==> config.mk <==
export PLATFORM = sky130hd
export DESIGN_NAME = tick_budget_task_scheduler_unit
export DESIGN_NICKNAME = d
export VERILOG_FILES = /design/src/hdl/tbts_pkg.sv /design/src/hdl/tbts_ram.sv /design/src/hdl/tick_budget_task_scheduler_unit.sv
export SDC_FILE = /design/constraint.sdc
export NUM_CORES = 1
export LEC_CHECK = 0
export ABC_AREA = 1
export BUFFER_PORTS_ARGS = -buffer_cell sky130_fd_sc_hd__buf_2
export CORE_MARGIN = 3
export CORE_UTILIZATION = 67
export CTS_CLUSTER_DIAMETER = 150
export DETAILED_ROUTE_END_ITERATION = 10
export HOLD_SLACK_MARGIN = 0.06
export MAX_ROUTING_LAYER = met4
export PLACE_DENSITY_LB_ADDON = 0.12
export SLEW_MARGIN = 20
export SYNTH_ARGS = -nofsm -noshare
export SYNTH_HDL_FRONTEND = slang
export SYNTH_SLANG_ARGS = --single-unit
==> constraint.sdc <==
create_clock -name clk -period 5.76 [get_ports clk]
set_clock_uncertainty 0.05 [all_clocks]
set_input_delay 0.576 -clock clk [delete_from_list [all_inputs] [get_ports clk]]
set_output_delay 0.576 -clock clk [all_outputs]
set_load 0.005 [all_outputs]
==> src/hdl/tbts_pkg.sv <==
package tbts_pkg;

    // Default number of task slots.
    localparam int NUM_SLOTS_DEF = 16;

    // Width of a priority and of a tick budget.
    localparam int BUDGET_W = 8;

    // Event codes carried in the mode field.
    localparam logic [1:0] MODE_TICK  = 2'd0;
    localparam logic [1:0] MODE_SLEEP = 2'd1;
    localparam logic [1:0] MODE_WAKE  = 2'd2;
    localparam logic [1:0] MODE_LOAD  = 2'd3;

    // One command beat.
    typedef struct packed {
        logic [1:0]          mode;
        logic [3:0]          task_index;
        logic [BUDGET_W-1:0] priority_req;
    } cmd_t;

    // One result beat.
    typedef struct packed {
        logic [3:0]  current_task;
        logic        switched;
        logic        accepted;
        logic [31:0] elapsed_ticks;
    } result_t;

endpackage

==> src/hdl/tbts_ram.sv <==
module tbts_ram #(
    parameter int WIDTH = tbts_pkg::BUDGET_W,
    parameter int DEPTH = tbts_pkg::NUM_SLOTS_DEF
) (
    input  logic                     clk,
    input  logic                     we,
    input  logic [$clog2(DEPTH)-1:0] waddr,
    input  logic [WIDTH-1:0]         wdata,
    input  logic                     re,
    input  logic [$clog2(DEPTH)-1:0] raddr,
    output logic [WIDTH-1:0]         rdata
);

    logic [WIDTH-1:0] mem [DEPTH];

    // Single write port and one registered read port.
    always_ff @(posedge clk)
    begin
        if (we)
        begin
            mem[waddr] <= wdata;
        end
        if (re)
        begin
            rdata <= mem[raddr];
        end
    end

endmodule

==> src/hdl/tick_budget_task_scheduler_unit.sv <==
// Tick-budget task scheduler. A command beat is taken when start is high and
// busy is low; exactly one result beat follows, shown for one cycle with done
// high, and the receiver must take it then. The work is done by a small
// sequencer that walks the slot table one slot a cycle through the budget
// or priority memory read port and a single shared budget comparator. Busy
// stays high while an event runs: a timer tick first takes one off the
// running task's nonzero budget, and when the walk finds no budget left the
// priorities are copied back into the budgets in a second walk; done is
// high in the first cycle with busy low. An ignored sleep, wake or load
// skips the walk.
module tick_budget_task_scheduler_unit #(
    parameter int NUM_SLOTS = tbts_pkg::NUM_SLOTS_DEF
) (
    input  logic              clk,
    input  logic              rst_n,
    input  logic              start,
    output logic              busy,
    input  tbts_pkg::cmd_t    cmd,
    output logic              done,
    output tbts_pkg::result_t result
);

    localparam int IW = $clog2(NUM_SLOTS);
    localparam int BW = tbts_pkg::BUDGET_W;
    localparam logic [IW-1:0] LAST_SLOT = IW'(NUM_SLOTS - 1);

    localparam logic [2:0] S_IDLE    = 3'd0;
    localparam logic [2:0] S_EXEC    = 3'd1;
    localparam logic [2:0] S_TICK_WR = 3'd2;
    localparam logic [2:0] S_SCAN    = 3'd3;
    localparam logic [2:0] S_DECIDE  = 3'd4;
    localparam logic [2:0] S_FILL    = 3'd5;
    localparam logic [2:0] S_FINISH  = 3'd6;

    logic [2:0]            state_reg;
    logic [2:0]            state_next;
    tbts_pkg::cmd_t        cmd_reg;
    logic [NUM_SLOTS-1:0]  present_reg;
    logic [NUM_SLOTS-1:0]  running_reg;
    logic [NUM_SLOTS-1:0]  loaded_reg;
    logic [IW-1:0]         running_slot_reg;
    logic [31:0]           tick_total_reg;
    logic                  iss_on_reg;
    logic [IW-1:0]         iss_k_reg;
    logic                  cmp_on_reg;
    logic [IW-1:0]         cmp_k_reg;
    logic [IW-1:0]         best_reg;
    logic [BW-1:0]         best_bud_reg;
    logic                  ok_reg;
    logic                  done_reg;
    tbts_pkg::result_t     result_reg;

    logic [IW-1:0]         cmd_slot;
    logic                  cmd_valid;
    logic                  exec_ok;
    logic                  scan_init;
    logic                  scan_end;
    logic                  bud_we;
    logic [IW-1:0]         bud_waddr;
    logic [BW-1:0]         bud_wdata;
    logic                  bud_re;
    logic [IW-1:0]         bud_raddr;
    logic [BW-1:0]         bud_rdata;
    logic                  pri_we;
    logic                  pri_re;
    logic [BW-1:0]         pri_rdata;
    logic [IW-1:0]         gate_idx;
    logic [BW-1:0]         bud_val;
    logic [BW-1:0]         pri_val;
    logic                  take;

    // Addressed slot and whether it exists.
    assign cmd_slot  = IW'(cmd_reg.task_index);
    assign cmd_valid = ({28'd0, cmd_reg.task_index} < 32'(NUM_SLOTS));

    // Whether the addressed event is legal.
    always_comb
    begin
        unique case (cmd_reg.mode)
            tbts_pkg::MODE_TICK:  exec_ok = 1'b1;
            tbts_pkg::MODE_SLEEP: exec_ok = cmd_valid && present_reg[cmd_slot]
                                            && running_reg[cmd_slot];
            tbts_pkg::MODE_WAKE:  exec_ok = cmd_valid && present_reg[cmd_slot]
                                            && !running_reg[cmd_slot];
            tbts_pkg::MODE_LOAD:  exec_ok = cmd_valid;
            default:              exec_ok = 1'b0;
        endcase
    end

    // Memory entries never loaded read as zero.
    assign gate_idx = (state_reg == S_TICK_WR) ? running_slot_reg : cmp_k_reg;
    assign bud_val  = loaded_reg[gate_idx] ? bud_rdata : '0;
    assign pri_val  = loaded_reg[cmp_k_reg] ? pri_rdata : '0;

    // Shared budget comparator: slot 0 is the starting candidate.
    assign take = (cmp_k_reg == '0)
                  || (present_reg[cmp_k_reg] && running_reg[cmp_k_reg]
                      && (bud_val >= best_bud_reg));

    assign scan_end = cmp_on_reg && (cmp_k_reg == LAST_SLOT);

    // Sequencer and memory port control.
    always_comb
    begin
        state_next = state_reg;
        scan_init  = 1'b0;
        bud_we     = 1'b0;
        bud_waddr  = cmd_slot;
        bud_wdata  = cmd_reg.priority_req;
        bud_re     = 1'b0;
        bud_raddr  = iss_k_reg;
        pri_we     = 1'b0;
        pri_re     = 1'b0;
        unique case (state_reg)
            S_IDLE:
            begin
                if (start)
                begin
                    state_next = S_EXEC;
                end
            end
            S_EXEC:
            begin
                if (cmd_reg.mode == tbts_pkg::MODE_TICK)
                begin
                    bud_re     = 1'b1;
                    bud_raddr  = running_slot_reg;
                    state_next = S_TICK_WR;
                end
                else if (exec_ok)
                begin
                    if (cmd_reg.mode == tbts_pkg::MODE_LOAD)
                    begin
                        bud_we = 1'b1;
                        pri_we = 1'b1;
                    end
                    scan_init  = 1'b1;
                    state_next = S_SCAN;
                end
                else
                begin
                    state_next = S_FINISH;
                end
            end
            S_TICK_WR:
            begin
                bud_waddr  = running_slot_reg;
                bud_wdata  = bud_val - BW'(1);
                bud_we     = (bud_val != '0);
                scan_init  = 1'b1;
                state_next = S_SCAN;
            end
            S_SCAN:
            begin
                bud_re = iss_on_reg;
                if (scan_end)
                begin
                    state_next = S_DECIDE;
                end
            end
            S_DECIDE:
            begin
                if (best_bud_reg == '0)
                begin
                    scan_init  = 1'b1;
                    state_next = S_FILL;
                end
                else
                begin
                    state_next = S_FINISH;
                end
            end
            S_FILL:
            begin
                pri_re    = iss_on_reg;
                bud_we    = cmp_on_reg && present_reg[cmp_k_reg];
                bud_waddr = cmp_k_reg;
                bud_wdata = pri_val;
                if (scan_end)
                begin
                    state_next = S_FINISH;
                end
            end
            S_FINISH:
            begin
                state_next = S_IDLE;
            end
            default:
            begin
                state_next = S_IDLE;
            end
        endcase
    end

    // Control state.
    always_ff @(posedge clk or negedge rst_n)
    begin
        if (!rst_n)
        begin
            state_reg        <= S_IDLE;
            present_reg      <= {{(NUM_SLOTS-1){1'b0}}, 1'b1};
            running_reg      <= {{(NUM_SLOTS-1){1'b0}}, 1'b1};
            loaded_reg       <= '0;
            running_slot_reg <= '0;
            tick_total_reg   <= '0;
            iss_on_reg       <= 1'b0;
            iss_k_reg        <= '0;
            cmp_on_reg       <= 1'b0;
            cmp_k_reg        <= '0;
            done_reg         <= 1'b0;
        end
        else
        begin
            state_reg <= state_next;
            done_reg  <= (state_reg == S_FINISH);

            // Slot walk: one read issued and one compared or written back each cycle.
            if (scan_init)
            begin
                iss_on_reg <= 1'b1;
                iss_k_reg  <= '0;
                cmp_on_reg <= 1'b0;
            end
            else if (state_reg == S_SCAN || state_reg == S_FILL)
            begin
                cmp_on_reg <= iss_on_reg;
                cmp_k_reg  <= iss_k_reg;
                if (iss_on_reg)
                begin
                    if (iss_k_reg == LAST_SLOT)
                    begin
                        iss_on_reg <= 1'b0;
                    end
                    else
                    begin
                        iss_k_reg <= iss_k_reg + IW'(1);
                    end
                end
            end

            // Event bookkeeping on the slot bits.
            if (state_reg == S_EXEC && exec_ok)
            begin
                unique case (cmd_reg.mode)
                    tbts_pkg::MODE_SLEEP: running_reg[cmd_slot] <= 1'b0;
                    tbts_pkg::MODE_WAKE:  running_reg[cmd_slot] <= 1'b1;
                    tbts_pkg::MODE_LOAD:
                    begin
                        present_reg[cmd_slot] <= 1'b1;
                        running_reg[cmd_slot] <= 1'b1;
                        loaded_reg[cmd_slot]  <= 1'b1;
                    end
                    default:
                    begin
                    end
                endcase
            end

            if (state_reg == S_TICK_WR)
            begin
                tick_total_reg <= tick_total_reg + 32'd1;
            end

            // Switch to the winner.
            if (state_reg == S_FINISH && best_reg != running_slot_reg)
            begin
                running_slot_reg      <= best_reg;
                running_reg[best_reg] <= 1'b1;
            end
        end
    end

    // Payload registers.
    always_ff @(posedge clk)
    begin
        if (state_reg == S_IDLE && start)
        begin
            cmd_reg <= cmd;
        end
        if (state_reg == S_EXEC)
        begin
            ok_reg   <= exec_ok;
            best_reg <= running_slot_reg;
        end
        if (state_reg == S_SCAN && cmp_on_reg && take)
        begin
            best_reg     <= cmp_k_reg;
            best_bud_reg <= bud_val;
        end
        if (state_reg == S_DECIDE && best_bud_reg == '0)
        begin
            best_reg <= '0;
        end
        if (state_reg == S_FINISH)
        begin
            result_reg.current_task  <= 4'(best_reg);
            result_reg.switched      <= (best_reg != running_slot_reg);
            result_reg.accepted      <= ok_reg;
            result_reg.elapsed_ticks <= tick_total_reg;
        end
    end

    // Budget and priority tables.
    tbts_ram #(
        .WIDTH (BW),
        .DEPTH (NUM_SLOTS)
    ) u_budget_ram (
        .clk   (clk),
        .we    (bud_we),
        .waddr (bud_waddr),
        .wdata (bud_wdata),
        .re    (bud_re),
        .raddr (bud_raddr),
        .rdata (bud_rdata)
    );

    tbts_ram #(
        .WIDTH (BW),
        .DEPTH (NUM_SLOTS)
    ) u_priority_ram (
        .clk   (clk),
        .we    (pri_we),
        .waddr (cmd_slot),
        .wdata (cmd_reg.priority_req),
        .re    (pri_re),
        .raddr (iss_k_reg),
        .rdata (pri_rdata)
    );

    assign busy   = (state_reg != S_IDLE);
    assign done   = done_reg;
    assign result = result_reg;

    // A result beat only follows the closing step of an event.
    a_done_after_finish: assert property (@(posedge clk) disable iff (!rst_n)
        done |-> $past(state_reg == S_FINISH))
        else $error("result beat without a finished event");

    // A taken command always makes the block busy.
    a_busy_after_start: assert property (@(posedge clk) disable iff (!rst_n)
        (start && !busy) |=> busy)
        else $error("command taken but block not busy");

    // An ignored event never changes the current task.
    a_switch_needs_ok: assert property (@(posedge clk) disable iff (!rst_n)
        (done && result.switched) |-> result.accepted)
        else $error("task switch on an ignored event");

    // The current task always sits in a present slot.
    a_current_present: assert property (@(posedge clk) disable iff (!rst_n)
        present_reg[running_slot_reg])
        else $error("current task slot not present");

    // A finished walk never leaves a read still pending.
    a_walk_ends: assert property (@(posedge clk) disable iff (!rst_n)
        (state_reg == S_SCAN && state_next == S_DECIDE) |-> !iss_on_reg)
        else $error("slot walk ended with reads still pending");

endmodule
# ---- Word level (Yosys, flattened, before mapping)
# Memory sizes are Yosys's and may differ from the RTL's. A register that Yosys moved wholly into a read port is not among the register bits.
# Cells that the tools add are included.
dict set report word_totals {
  wordCells 150
  out_inout_bits 40
  regBits 163
  memories 2
  in_bits 17
  ram_bits 256
}
dict set report classes {
  mux 62
  addsub 3
  n_eq_ne 16
  n_bitwise 7
  order_cmp 7
  n_reduce_logical 32
}
# memory depth word_bits read_ports rd_clocked_by_memory_dff wr line_no
set memory_table {}
lappend memory_table {u_budget_ram.mem 16 8 1 1 1 tbts_ram.sv:14} ;# logic [WIDTH-1:0] mem [DEPTH];
lappend memory_table {u_priority_ram.mem 16 8 1 1 1 tbts_ram.sv:14}
# operator n
set op_table {}
lappend op_table {{16-bit bitwise OR} 4}
lappend op_table {{4-bit two-way mux} 9}
lappend op_table {{32-bit by 1-bit adder with 32-bit output, second input constant} 1}
lappend op_table {{16-bit two-way mux} 2}
lappend op_table {{16-bit case mux with 2 select lines} 1}
lappend op_table {{1-bit two-way mux} 27}
lappend op_table {{1-bit binary-select mux with 4-bit select} 6}
lappend op_table {{4-bit by 5-bit less-than comparator with 1-bit output, second input constant} 4}
lappend op_table {{3-bit case mux with 6 select lines} 1}
lappend op_table {{16-bit AND} 1}
lappend op_table {{8-bit two-way mux} 2}
lappend op_table {{16-bit NOT} 1}
lappend op_table {{8-bit case mux with 2 select lines} 1}
lappend op_table {{3-bit two-way mux} 5}
lappend op_table {{1-bit logical AND} 14}
lappend op_table {{3-bit equality test, second input constant} 3}
lappend op_table {{1-bit case mux with 3 select lines} 3}
lappend op_table {{1-bit demux with 4-bit select} 2}
lappend op_table {{4-bit equality test, second input constant} 2}
lappend op_table {{4-bit by 1-bit greater-or-equal comparator with 1-bit output, second input constant} 2}
lappend op_table {{8-bit greater-or-equal comparator} 1}
lappend op_table {{8-bit zero test} 1}
lappend op_table {{2-bit inequality test, second input constant} 4}
lappend op_table {{4-bit case mux with 2 select lines} 1}
lappend op_table {{21 further kinds} 29}

# ---- Longest topological paths before layout
# Gate-level depths: netlist of run 1.
dict set report logic_depth {
  ltp_word 10
  depth_mapped 23
  ltp_nobuf 23
}

# ---- Modules after synthesis
# Synthesis of run 1 repeated with hierarchy kept, for this count alone.
dict set report hier_totals {
  cells_unflattened 2083
  area_unflattened_um2 20223.1
}
# mod cells_each seq_area_each_um2 area_each_um2 instances
set by_module_without_submodules {}
lappend by_module_without_submodules {tbts_ram 551 4083.9 5846.9 2}
lappend by_module_without_submodules {tick_budget_task_scheduler_unit 981 4366.7 8529.4 1}

# ---- Worst setup path after synthesis of run 1
# No wires, ideal clock.
dict set report synth_path {
  path_type {register to register}
  start {register state_reg[2]}
  end {register running_reg[15]}
  setup_ps 87
  synth_period_minus_slack_ps 3357
  stages_incl_launch_ff 9
  path_buffers 0
  path_slack_ps 2403
  required_ps 5623
  arrival_time_ps 3220
  cell_sequence {dfrtp_1 > inv_4 > nor2_1 > nand2_1 > inv_1 > nand2_1 > nor2_1 > nand2_1 > o211ai_1}
}
dict set report synth_between {
  elab_chain_len 5
  elab_cells_between_ends 7
  classes_between {2 x eq/ne; 2 x mux; 1 x bitwise; 2 x reduce/logical}
}
# element line_no
set synth_lines {}
lappend synth_lines {{start, declared} tick_budget_task_scheduler_unit.sv:35} ;# logic [2:0] state_reg;
lappend synth_lines {{start signal, assigned} tick_budget_task_scheduler_unit.sv:214} ;# state_reg <= state_next;
lappend synth_lines {{3-bit by 1-bit equality test with 1-bit output} tick_budget_task_scheduler_unit.sv:242} ;# if (state_reg == S_EXEC && exec_ok)
lappend synth_lines {{1-bit logical AND} tick_budget_task_scheduler_unit.sv:242}
lappend synth_lines {{16-bit two-way mux} tick_budget_task_scheduler_unit.sv:242}
lappend synth_lines {{16-bit bitwise OR (no source line)} --}
lappend synth_lines {{16-bit two-way mux *} tick_budget_task_scheduler_unit.sv:265} ;# if (state_reg == S_FINISH && best_reg != running_slot_reg)
lappend synth_lines {{end signal, assigned} tick_budget_task_scheduler_unit.sv:202} ;# running_reg <= {{(NUM_SLOTS-1){1'b0}}, 1'b1};
lappend synth_lines {{end, declared} tick_budget_task_scheduler_unit.sv:39} ;# logic [NUM_SLOTS-1:0] running_reg;
# Mark *: on every way between the ends. The rest lies on a longest branch, timed or not.
# A chain may end at the register's enable or synchronous reset.

# ---- Worst setup path after layout of run 1
dict set report layout_path {
  start {register cmp_k_reg[1]}
  end {register best_bud_reg[0] (enable)}
}
dict set report layout_between {
  elab_chain_len 8
  elab_cells_between_ends 14
  classes_between {1 x order compare; 8 x mux; 5 x reduce/logical}
}
# element line_no
set layout_lines {}
lappend layout_lines {{start, declared} tick_budget_task_scheduler_unit.sv:46} ;# logic [IW-1:0] cmp_k_reg;
lappend layout_lines {{start signal, assigned} tick_budget_task_scheduler_unit.sv:227} ;# cmp_k_reg <= iss_k_reg;
lappend layout_lines {{4-bit two-way mux} tick_budget_task_scheduler_unit.sv:91} ;# assign gate_idx = (state_reg == S_TICK_WR) ? running_slot_reg : cmp_k_reg;
lappend layout_lines {{1-bit binary-select mux with 4-bit select} tick_budget_task_scheduler_unit.sv:92} ;# assign bud_val = loaded_reg[gate_idx] ? bud_rdata : '0;
lappend layout_lines {{1-bit two-way mux (implied by the code)} tick_budget_task_scheduler_unit.sv:92}
lappend layout_lines {{8-bit two-way mux} tick_budget_task_scheduler_unit.sv:92}
lappend layout_lines {{net bud_val[1]} tick_budget_task_scheduler_unit.sv:68} ;# logic [BW-1:0] bud_val;
lappend layout_lines {{8-bit greater-or-equal comparator} tick_budget_task_scheduler_unit.sv:98} ;# && (bud_val >= best_bud_reg));
lappend layout_lines {{1-bit logical AND} tick_budget_task_scheduler_unit.sv:98}
lappend layout_lines {{1-bit logical OR} tick_budget_task_scheduler_unit.sv:97} ;# || (present_reg[cmp_k_reg] && running_reg[cmp_k_reg]
lappend layout_lines {{1-bit logical AND} tick_budget_task_scheduler_unit.sv:285} ;# if (state_reg == S_SCAN && cmp_on_reg && take)
lappend layout_lines {{end signal, assigned} tick_budget_task_scheduler_unit.sv:288} ;# best_bud_reg <= bud_val;
lappend layout_lines {{end, declared} tick_budget_task_scheduler_unit.sv:48} ;# logic [BW-1:0] best_bud_reg;
# The timed path passes the listed nets, and every way through them passes these cells. The select of a mux whose other input is x is not followed.

==> impl_metrics.py, run 1 <==
metrics = {
    "status": {
        "status": "completed",
    },
    "power_and_ir_drop": {
        "p_leak_nw": 7.44,
        "ir_drop_uv": 338,
        "pwr_density_cell_nw_per_um2": 282,
    },
    "timing": {
        "max-slew-margin-rel_pct": 31.4,
        "setup_viol": 0,
        "rsz0062_at_grt": "false",
        "worstMarginPinSlew_ns": 1.02,
        "fin_crit_ns": 4.07,
        "fmax_ghz": 0.246,
        "min_period_over_period_pct": 70.7,
        "setup_slack_ns": 1.69,
        "fin_setup_tns_ns": 0,
        "hold_viol_final": 0,
        "maxSlewViolCount": 0,
    },
    "global_route": {
        "track_usage_pct": 31.3,
        "overflow": 0,
        "grt.busiest_layer": "met2",
        "antenna_found_initial": 0,
        "globalRouteMet3Util_pct": 4.59,
        "grt_pass1_vias": 13116,
        "grt_pass1_wl_um": 72300,
        "met1_usage_pct": 43.3,
        "grt_util_met2_pct": 49.4,
        "grt_max_degree": 70,
    },
    "floorplanning": {
        "rows": 61,
        "die_y_um": 175,
        "die_w_um": 175,
        "io_pins": 57,
        "die_area_um2": 30500,
        "initial_core_util_pct": 68.3,
        "coreArea_um2": 27900,
    },
    "synth": {
        "syn_inst": 1741,
        "synth_area_um2": 19000,
        "synth-seq-area-share_pct": 65.9,
        "synth-seq-cells": 435,
        "synth_fp_nets": 1774,
        "yosysWarnings": 0,
        "avgSynthCellArea_um2": 10.9,
        "synth-edff-count": 333,
        "synth_flop_cell": "edfxtp_1",
        "synth-async-reset-ratio_pct": 22.5,
        "yosys.cell_types.count": 51,
    },
    "clock_network": {
        "cts.sinks": 435,
        "cts.htree.levels": 2,
        "post_cts_resized": 0,
        "cts.path.max_buffers": 3,
        "postCtsSetupBuffers": 0,
        "cts_buffers": 43,
        "clk_pin_slew_ns": 0.06,
        "cts_root_buffer": "clkbuf_16",
        "clk_latency_ns": 0.54,
        "cts_tree": "built",
    },
    "critical_path": {
        "reg2reg_depth": 18,
        "endpoint_kind": "flip-flop",
        "r2r-start": "cmp_k_reg[1]",
        "rrSetupSlack_ns": 1.69,
        "cp.arrival_ns": 4.21,
        "cp_max_fo": 16,
        "crit_buf_inv": 4,
        "startpoint_type": "flip-flop",
        "cp_slowest_cell": "dfrtp_1",
        "rr_endpoint": "best_bud_reg[0]",
        "crit_top_cell": "nand2_1",
        "path_cells": "inv_1 > o21ai_0 > nand3_1 > nand3_1 > nand3_2 > nand2_4 > inv_4 > nand2_1 > inv_1 > ha_1 > a21oi_1 > o21ai_0 > nand2_1 > o2111ai_1 > nand3_1 > nand2_1 > nand2_1 > inv_1",
        "crit_type": "flip-flop to flip-flop",
        "crit_family": "simple AND/OR/NAND/NOR gates",
        "slowest_delay_ns": 0.66,
        "cp.required_ns": 5.90,
    },
    "min_path": {
        "whs_path_depth": 1,
        "hold_class": "input port to flip-flop",
        "hp-start": "cmd[7]",
        "min_to": "cmd_reg[7]",
    },
    "final_layout": {
        "seqCellArea_um2": 12500,
        "multi_input_area_um2": 5620,
        "diodes": 0,
        "syn_to_final_growth_pct": 9.83,
        "drive_gt1_share_pct": 9.99,
        "fillers": 1838,
        "fin_nets": 1829,
    },
    "routing": {
        "drt-total-wl_um": 45900,
        "postRouteAntennaNets": 0,
        "drc": 0,
        "wl_per_cell_um": 20.9,
        "drtIter0Drc": 1641,
        "viasPerCell": 6.22,
        "first_pass_iters": 6,
        "via_count": 13687,
    },
    "placement": {
        "dp_slack_ns": 1.81,
        "hpwlAfterDp_um": 30100,
        "io_buffers": 56,
        "place.gp.congestion": 0.966,
    },
    "run": {
        "max_cap_violations": 0,
    },
}
-- per-layer routing --
layer	routed length, um	share of wire (%)
met5	0	0
met4	1360	3.0
met3	3840	8.4
met2	21900	48
met1	18800	41
-- per-stage QoR --
stage	total power [W]	std cells	utilization, %	cell area, um^2	hold WS, ns
detailed placement	0.00343	2128	70.5	19600	0.404
CTS	0.00591	2200	75.0	20900	0.146
finish	0.00588	2200	75.0	20900	0.161
floorplan	0.00341	1741	-	19000	0.230
global route	0.00603	2200	75.0	20900	0.149
global placement	0.00343	2127	70.5	19600	0.402
-- how the worst max path moves through the flow --
stage | start | cells past startpoint | endpoint | slack, ns
6_report | cmp_k_reg[1] | 18 | best_bud_reg[0] | 1.69
5_1_grt | cmp_k_reg[1] | 20 | best_reg[0] | 1.37
4_1_cts | cmp_k_reg[1] | 18 | best_bud_reg[5] | 1.76
3_5_place_dp | cmp_k_reg[1] | 18 | best_bud_reg[7] | 1.81
3_3_place_gp | iss_k_reg[0] | 12 | u_budget_ram.rdata[0] | 1.94
2_1_floorplan | state_reg[2] | 8 | running_reg[15] | 2.40
-- cell type report --
| class | instances | share of cell area (%) |
|---|---|---|
| flip-flops and latches | 435 | 60.0 |
| clock buffers | 60 | 5.60 |
| well taps | 378 | 2.26 |
| clock inverters | 11 | 0.323 |
| inverters | 150 | 2.72 |
| repair buffers | 80 | 2.23 |
| multi-input cells | 1086 | 26.9 |
-- synth_stat cells (3+ instances only) --
cell type | number | area (um^2)
a21oi_2 | 10 | 87.6
o221ai_1 | 25 | 219
nor2_1 | 229 | 860
o22ai_1 | 44 | 275
clkinv_1 | 3 | 11.3
mux2i_1 | 4 | 40.0
nand3_1 | 74 | 370
a21oi_1 | 55 | 275
nor4_1 | 8 | 50.1
nand2_4 | 3 | 33.8
inv_1 | 140 | 526
clkbuf_1 | 46 | 173
a32oi_1 | 4 | 35.0
nand2_1 | 246 | 923
nand4_1 | 16 | 100
o21ai_1 | 8 | 40.0
ha_1 | 16 | 200
nor3_1 | 26 | 130
o21ai_0 | 219 | 1100
nor2_2 | 6 | 37.5
dfxtp_1 | 4 | 80.1
o32ai_1 | 4 | 35.0
xnor2_1 | 13 | 114
xor2_1 | 23 | 201
dfrtp_1 | 96 | 2400
nand3_2 | 5 | 50.1
edfxtp_1 | 333 | 10000
nor2_4 | 3 | 33.8
nand2_2 | 5 | 31.3
buf_2 | 17 | 85.1
buf_4 | 5 | 37.5
o211ai_1 | 22 | 165
inv_2 | 5 | 18.8
-- timing repair --
| action | CTS | global route |
|---|---|---|
| hold buffers | 1 | 0 |
| hold endpoints to repair | 28 | 0 |
| endpoints found under the setup margin | 0 | 0 |
-- cells in the final DEF, fill, tap and decap left out, types with 22 or more instances in the layout --
cell type  instances
edfxtp_1         333
nand2_1          245
nor2_1           227
o21ai_0          219
inv_1            140
dfrtp_1           95
nand3_1           74
a21oi_1           55
buf_2             55
o22ai_1           44
clkbuf_16         44
o221ai_1          25
nor3_1            24
buf_4             24
xor2_1            23
o211ai_1          22
-- cells by family after synthesis --
kind of cell    synth area share (%)
xor+xnor                        1.66
flops                           65.9
fa+ha+maj                       1.05
simple gates                    14.2
mux                            0.210
buf+inv                         4.72
compound gates                  12.3
-- where the power goes --
group / total (W) / internal [W] / switching, W
sequential: 0.00334 / 0.00334 / 0
combinational: 0.0000202 / 0.00000485 / 0.0000153
clock: 0.00252 / 0.00141 / 0.00111
Power figures use the tool's default switching activity.
==> inputs of run 2 (changes only) <==
--- a/config.mk
+++ b/config.mk
@@ -5,10 +5,10 @@
 export SDC_FILE = /design/constraint.sdc
 export NUM_CORES = 1
 export LEC_CHECK = 0
-export ABC_AREA = 1
+export ABC_AREA = 0
 export BUFFER_PORTS_ARGS = -buffer_cell sky130_fd_sc_hd__buf_2
 export CORE_MARGIN = 3
-export CORE_UTILIZATION = 67
+export CORE_UTILIZATION = 56
 export CTS_CLUSTER_DIAMETER = 150
 export DETAILED_ROUTE_END_ITERATION = 10
 export HOLD_SLACK_MARGIN = 0.06
==> constraint.sdc (replaced) <==
create_clock -name clk -period 3.65 [get_ports clk]
set_clock_uncertainty 0.05 [all_clocks]
set_input_delay 0.365 -clock clk [delete_from_list [all_inputs] [get_ports clk]]
set_output_delay 0.365 -clock clk [all_outputs]
set_load 0.005 [all_outputs]
==> run 2 against run 1 <==
Compared with the run above:
- the flow now finishes with violations (negative setup slack)
- core utilization is 8.3 points lower
- area after synthesis is 2.9% lower
- first-iteration DRC count is 42% lower
- critical path depth is 2 lower
- maximum frequency is 9.9% higher
- sequential share of layout area is 1.3 points lower
- global-route usage is 7.4 points lower
- via count is 24% lower
- sequential power is 89% higher
- total power is 150% higher
- largest power group unchanged
- highest routed layer unchanged
==> impl_metrics.py, run 2 <==
metrics = {
    "status": {
        "status": "finished, violations left",
        "violations": "negative setup slack",
    },
    "final_layout": {
        "fin_nets": 1299,
        "seqCellArea_um2": 12500,
        "instances_no_fill": 1737,
        "drive_gt1_share_pct": 25.9,
        "final_area_um2": 21400,
        "syn_to_final_growth_pct": 15.6,
        "final_common_cell": "edfxtp_1",
        "final_cell_mix": "edfxtp_1 (333), mux4_2 (95), dfrtp_1 (95)",
        "fillers": 2311,
        "multi_input_area_um2": 5830,
    },
    "critical_path": {
        "endpoint_kind": "flip-flop",
        "r2r-start": "state_reg[2]",
        "cp.arrival_ns": 3.86,
        "crit_type": "flip-flop to flip-flop",
        "path_cells": "or3b_4 > a21oi_4 > buf_12 > mux2i_2 > mux2i_1 > mux2_4 > mux2i_4 > nand2b_4 > inv_2 > ha_4 > a21oi_2 > nor2b_1 > o2111ai_1 > a21oi_2 > o21ai_1 > a21oi_4",
        "startpoint_type": "flip-flop",
        "cp.required_ns": 3.81,
        "cp_max_fo": 8,
        "cp_slowest_cell": "or3b_4",
        "critPathLaunch": "state_reg[2]",
        "slowest_delay_ns": 0.40,
    },
    "power_and_ir_drop": {
        "ir_drop_uv": 439,
        "p_comb_share_pct": 27.1,
        "seqPwrFrac_pct": 43.6,
        "swShare_pct": 29.8,
        "pwr-share-clk_pct": 29.3,
        "p_switching_w": 0.00431,
        "p_leak_nw": 7.85,
        "p_int_w": 0.0101,
        "pwr_density_cell_nw_per_um2": 676,
    },
    "synth": {
        "synth.most_common_cell": "edfxtp_1",
        "synth_flop_cell": "edfxtp_1",
        "synth-edff-count": 333,
        "yosysWarnings": 0,
        "synth_fp_nets": 1175,
        "syn_inst": 1142,
        "avgSynthCellArea_um2": 16.2,
        "synth-seq-area-share_pct": 67.8,
        "yosys-top-cells-count": "edfxtp_1 (333), dfrtp_1 (96), mux4_2 (95)",
        "yosys.cell_types.count": 64,
        "synth-seq-cells": 435,
        "yosys.area.top_type": "edfxtp_1",
        "synthTopCellsByArea": "edfxtp_1 (54%), dfrtp_1 (13%), mux4_2 (12%), nand2_1 (1.7%), mux2i_1 (1.6%)",
        "synth_area_um2": 18500,
        "synth-async-reset-ratio_pct": 22.5,
        "synth_top_area_share_pct": 54.1,
    },
    "global_route": {
        "track_usage_pct": 23.8,
        "grt_pass1_vias": 10647,
        "grt_max_degree": 60,
        "antenna_found_initial": 0,
        "overflow": 0,
        "grt_pass1_wl_um": 63300,
    },
    "timing": {
        "setup_viol": 11,
        "worstMarginPinSlew_ns": 0.932,
        "rsz0062_at_grt": "true",
        "maxSlewViolCount": 0,
        "max-slew-margin-rel_pct": 37.0,
        "whs_ns": 0.356,
        "setup_slack_ns": -0.0538,
        "hold_viol_final": 0,
        "fin_crit_ns": 3.70,
        "fmax_ghz": 0.270,
        "min_period_over_period_pct": 101,
    },
    "routing": {
        "drt-total-wl_um": 40200,
        "drtIter0Drc": 950,
        "wl_per_cell_um": 23.1,
        "first_pass_iters": 6,
        "drc": 0,
        "postRouteAntennaNets": 0,
        "via_count": 10449,
        "viasPerCell": 6.02,
    },
    "placement": {
        "place.gp.congestion": 0.908,
        "place_area_um2": 19700,
        "dp_cells": 1642,
        "hpwlAfterDp_um": 27100,
        "io_buffers": 56,
    },
    "floorplanning": {
        "die_w_um": 188,
        "die_area_um2": 35200,
        "io_pins": 57,
        "initial_core_util_pct": 57.7,
        "die_y_um": 188,
        "coreArea_um2": 32000,
        "rows": 65,
    },
    "clock_network": {
        "clk_pin_slew_ns": 0.06,
        "cts.path.max_buffers": 3,
        "cts.sinks": 435,
        "cts_buffers": 44,
        "clk_latency_ns": 0.54,
        "cts_tree": "built",
        "cts_root_buffer": "clkbuf_16",
        "cts.htree.levels": 2,
    },
    "min_path": {
        "hold_class": "input port to flip-flop",
        "hp-start": "start",
    },
    "run": {
        "max_cap_violations": 0,
    },
}
[run 2: cell types whose count changed after synthesis, sizes merged, moves of 21 or more]
| cell | previous run | this run |
|---|---|---|
| o22ai | 44 | 3 |
| a21o | 0 | 23 |
| nand3 | 81 | 36 |
| nor2b | 0 | 21 |
| inv | 147 | 15 |
| nand2 | 254 | 83 |
| mux2i | 4 | 32 |
| a21oi | 66 | 32 |
| mux4 | 0 | 95 |
| o21ai | 228 | 20 |
| nor2 | 239 | 69 |
[run 2: power groups by stage]
| stage | Sequential [W] | Combinational, W | Clock, W |
|---|---|---|---|
| 2_1_floorplan | 0.00620 | 0.00271 | 0 |
| 3_3_place_gp | 0.00639 | 0.00380 | 0 |
| 3_5_place_dp | 0.00639 | 0.00385 | 0 |
| 4_1_cts | 0.00630 | 0.00389 | 0.00431 |
| 5_1_grt | 0.00634 | 0.00423 | 0.00452 |
| 6_report | 0.00630 | 0.00392 | 0.00423 |
[run 2: cells by family (layout without fill, tap and decap cells)]
logic type	Yosys count	count (layout)	synth area share [%]
buffers and inverters	75	234	1.76
adders and majority gates	16	16	1.08
and+or+nand+nor	285	285	7.50
muxes	133	133	13.7
xor gates and xnor gates	42	42	1.99
other	0	1	0
DFF	435	435	67.8
AOI/OAI and AO/OA	156	156	6.11
[run 2: layout make-up]
| cell class | instances | area share (%) |
|---|---|---|
| antenna | 1 | 0.0117 |
| clock buffer | 54 | 5.58 |
| clock inverter | 27 | 0.767 |
| inverter | 15 | 0.264 |
| multi-input combinational | 632 | 27.3 |
| sequential | 435 | 58.7 |
| tap | 435 | 2.55 |
| timing repair buffer | 138 | 4.86 |
[run 2: worst max-delay path, delay by kind of cell, from the launching register on]
family | cells | cell delay [ns]
and+or+nand+nor | 3 | 0.71
buffers and inverters | 2 | 0.21
muxes | 4 | 0.82
adders and majority gates | 1 | 0.25
DFF | 1 | 0.39
AOI/OAI and AO/OA | 6 | 0.94
[run 2: final timing paths]
| path | to | slack, ns | depth (start not counted) |
|---|---|---|---|
| worst min register to register | result[32] | 0.36 | 0 |
| min in group asynchronous | present_reg[10] | 0.41 | 2 |
| worst max-delay path | best_bud_reg[6] | -0.05 | 16 |
| max in group asynchronous | present_reg[6] | 2.36 | 3 |
| worst min-delay path | cmd_reg[12] | 0.36 | 4 |
| worst max register to register | best_bud_reg[6] | -0.05 | 16 |
[run 2: what timing repair did]
action | CTS | global route
endpoints found under the hold margin | 69 | 0
setup buffers | 0 | 2
endpoints found under the setup margin | 127 | 172
resized for setup | 7 | 29
hold buffers | 15 | 0
pin swaps | 4 | 9
[run 2: stage by stage]
stage	power (W)	util [%]	TNS, ns	setup WS (ns)
finish	0.0144	66.7	-0.454	-0.0538
detailed placement	0.0102	61.6	-14.59	-0.163
global route	0.0151	66.7	-3.32	-0.177
global placement	0.0102	61.6	-0.378	-0.0382
CTS	0.0145	66.4	-1.57	-0.0370
floorplan	0.00891	-	-1.97	-0.0772
[run 2: per-layer routing]
metal / GRT usage [%] / part of all wire [%] / vias up / routed length [um]
li1: - / - / 4711 / -
met1: 33.5 / 43 / 5272 / 17100
met2: 37.5 / 49 / 394 / 19600
met3: 3.93 / 6.4 / 72 / 2590
met4: 5.43 / 2.2 / 0 / 882
met5: - / 0 / - / 0
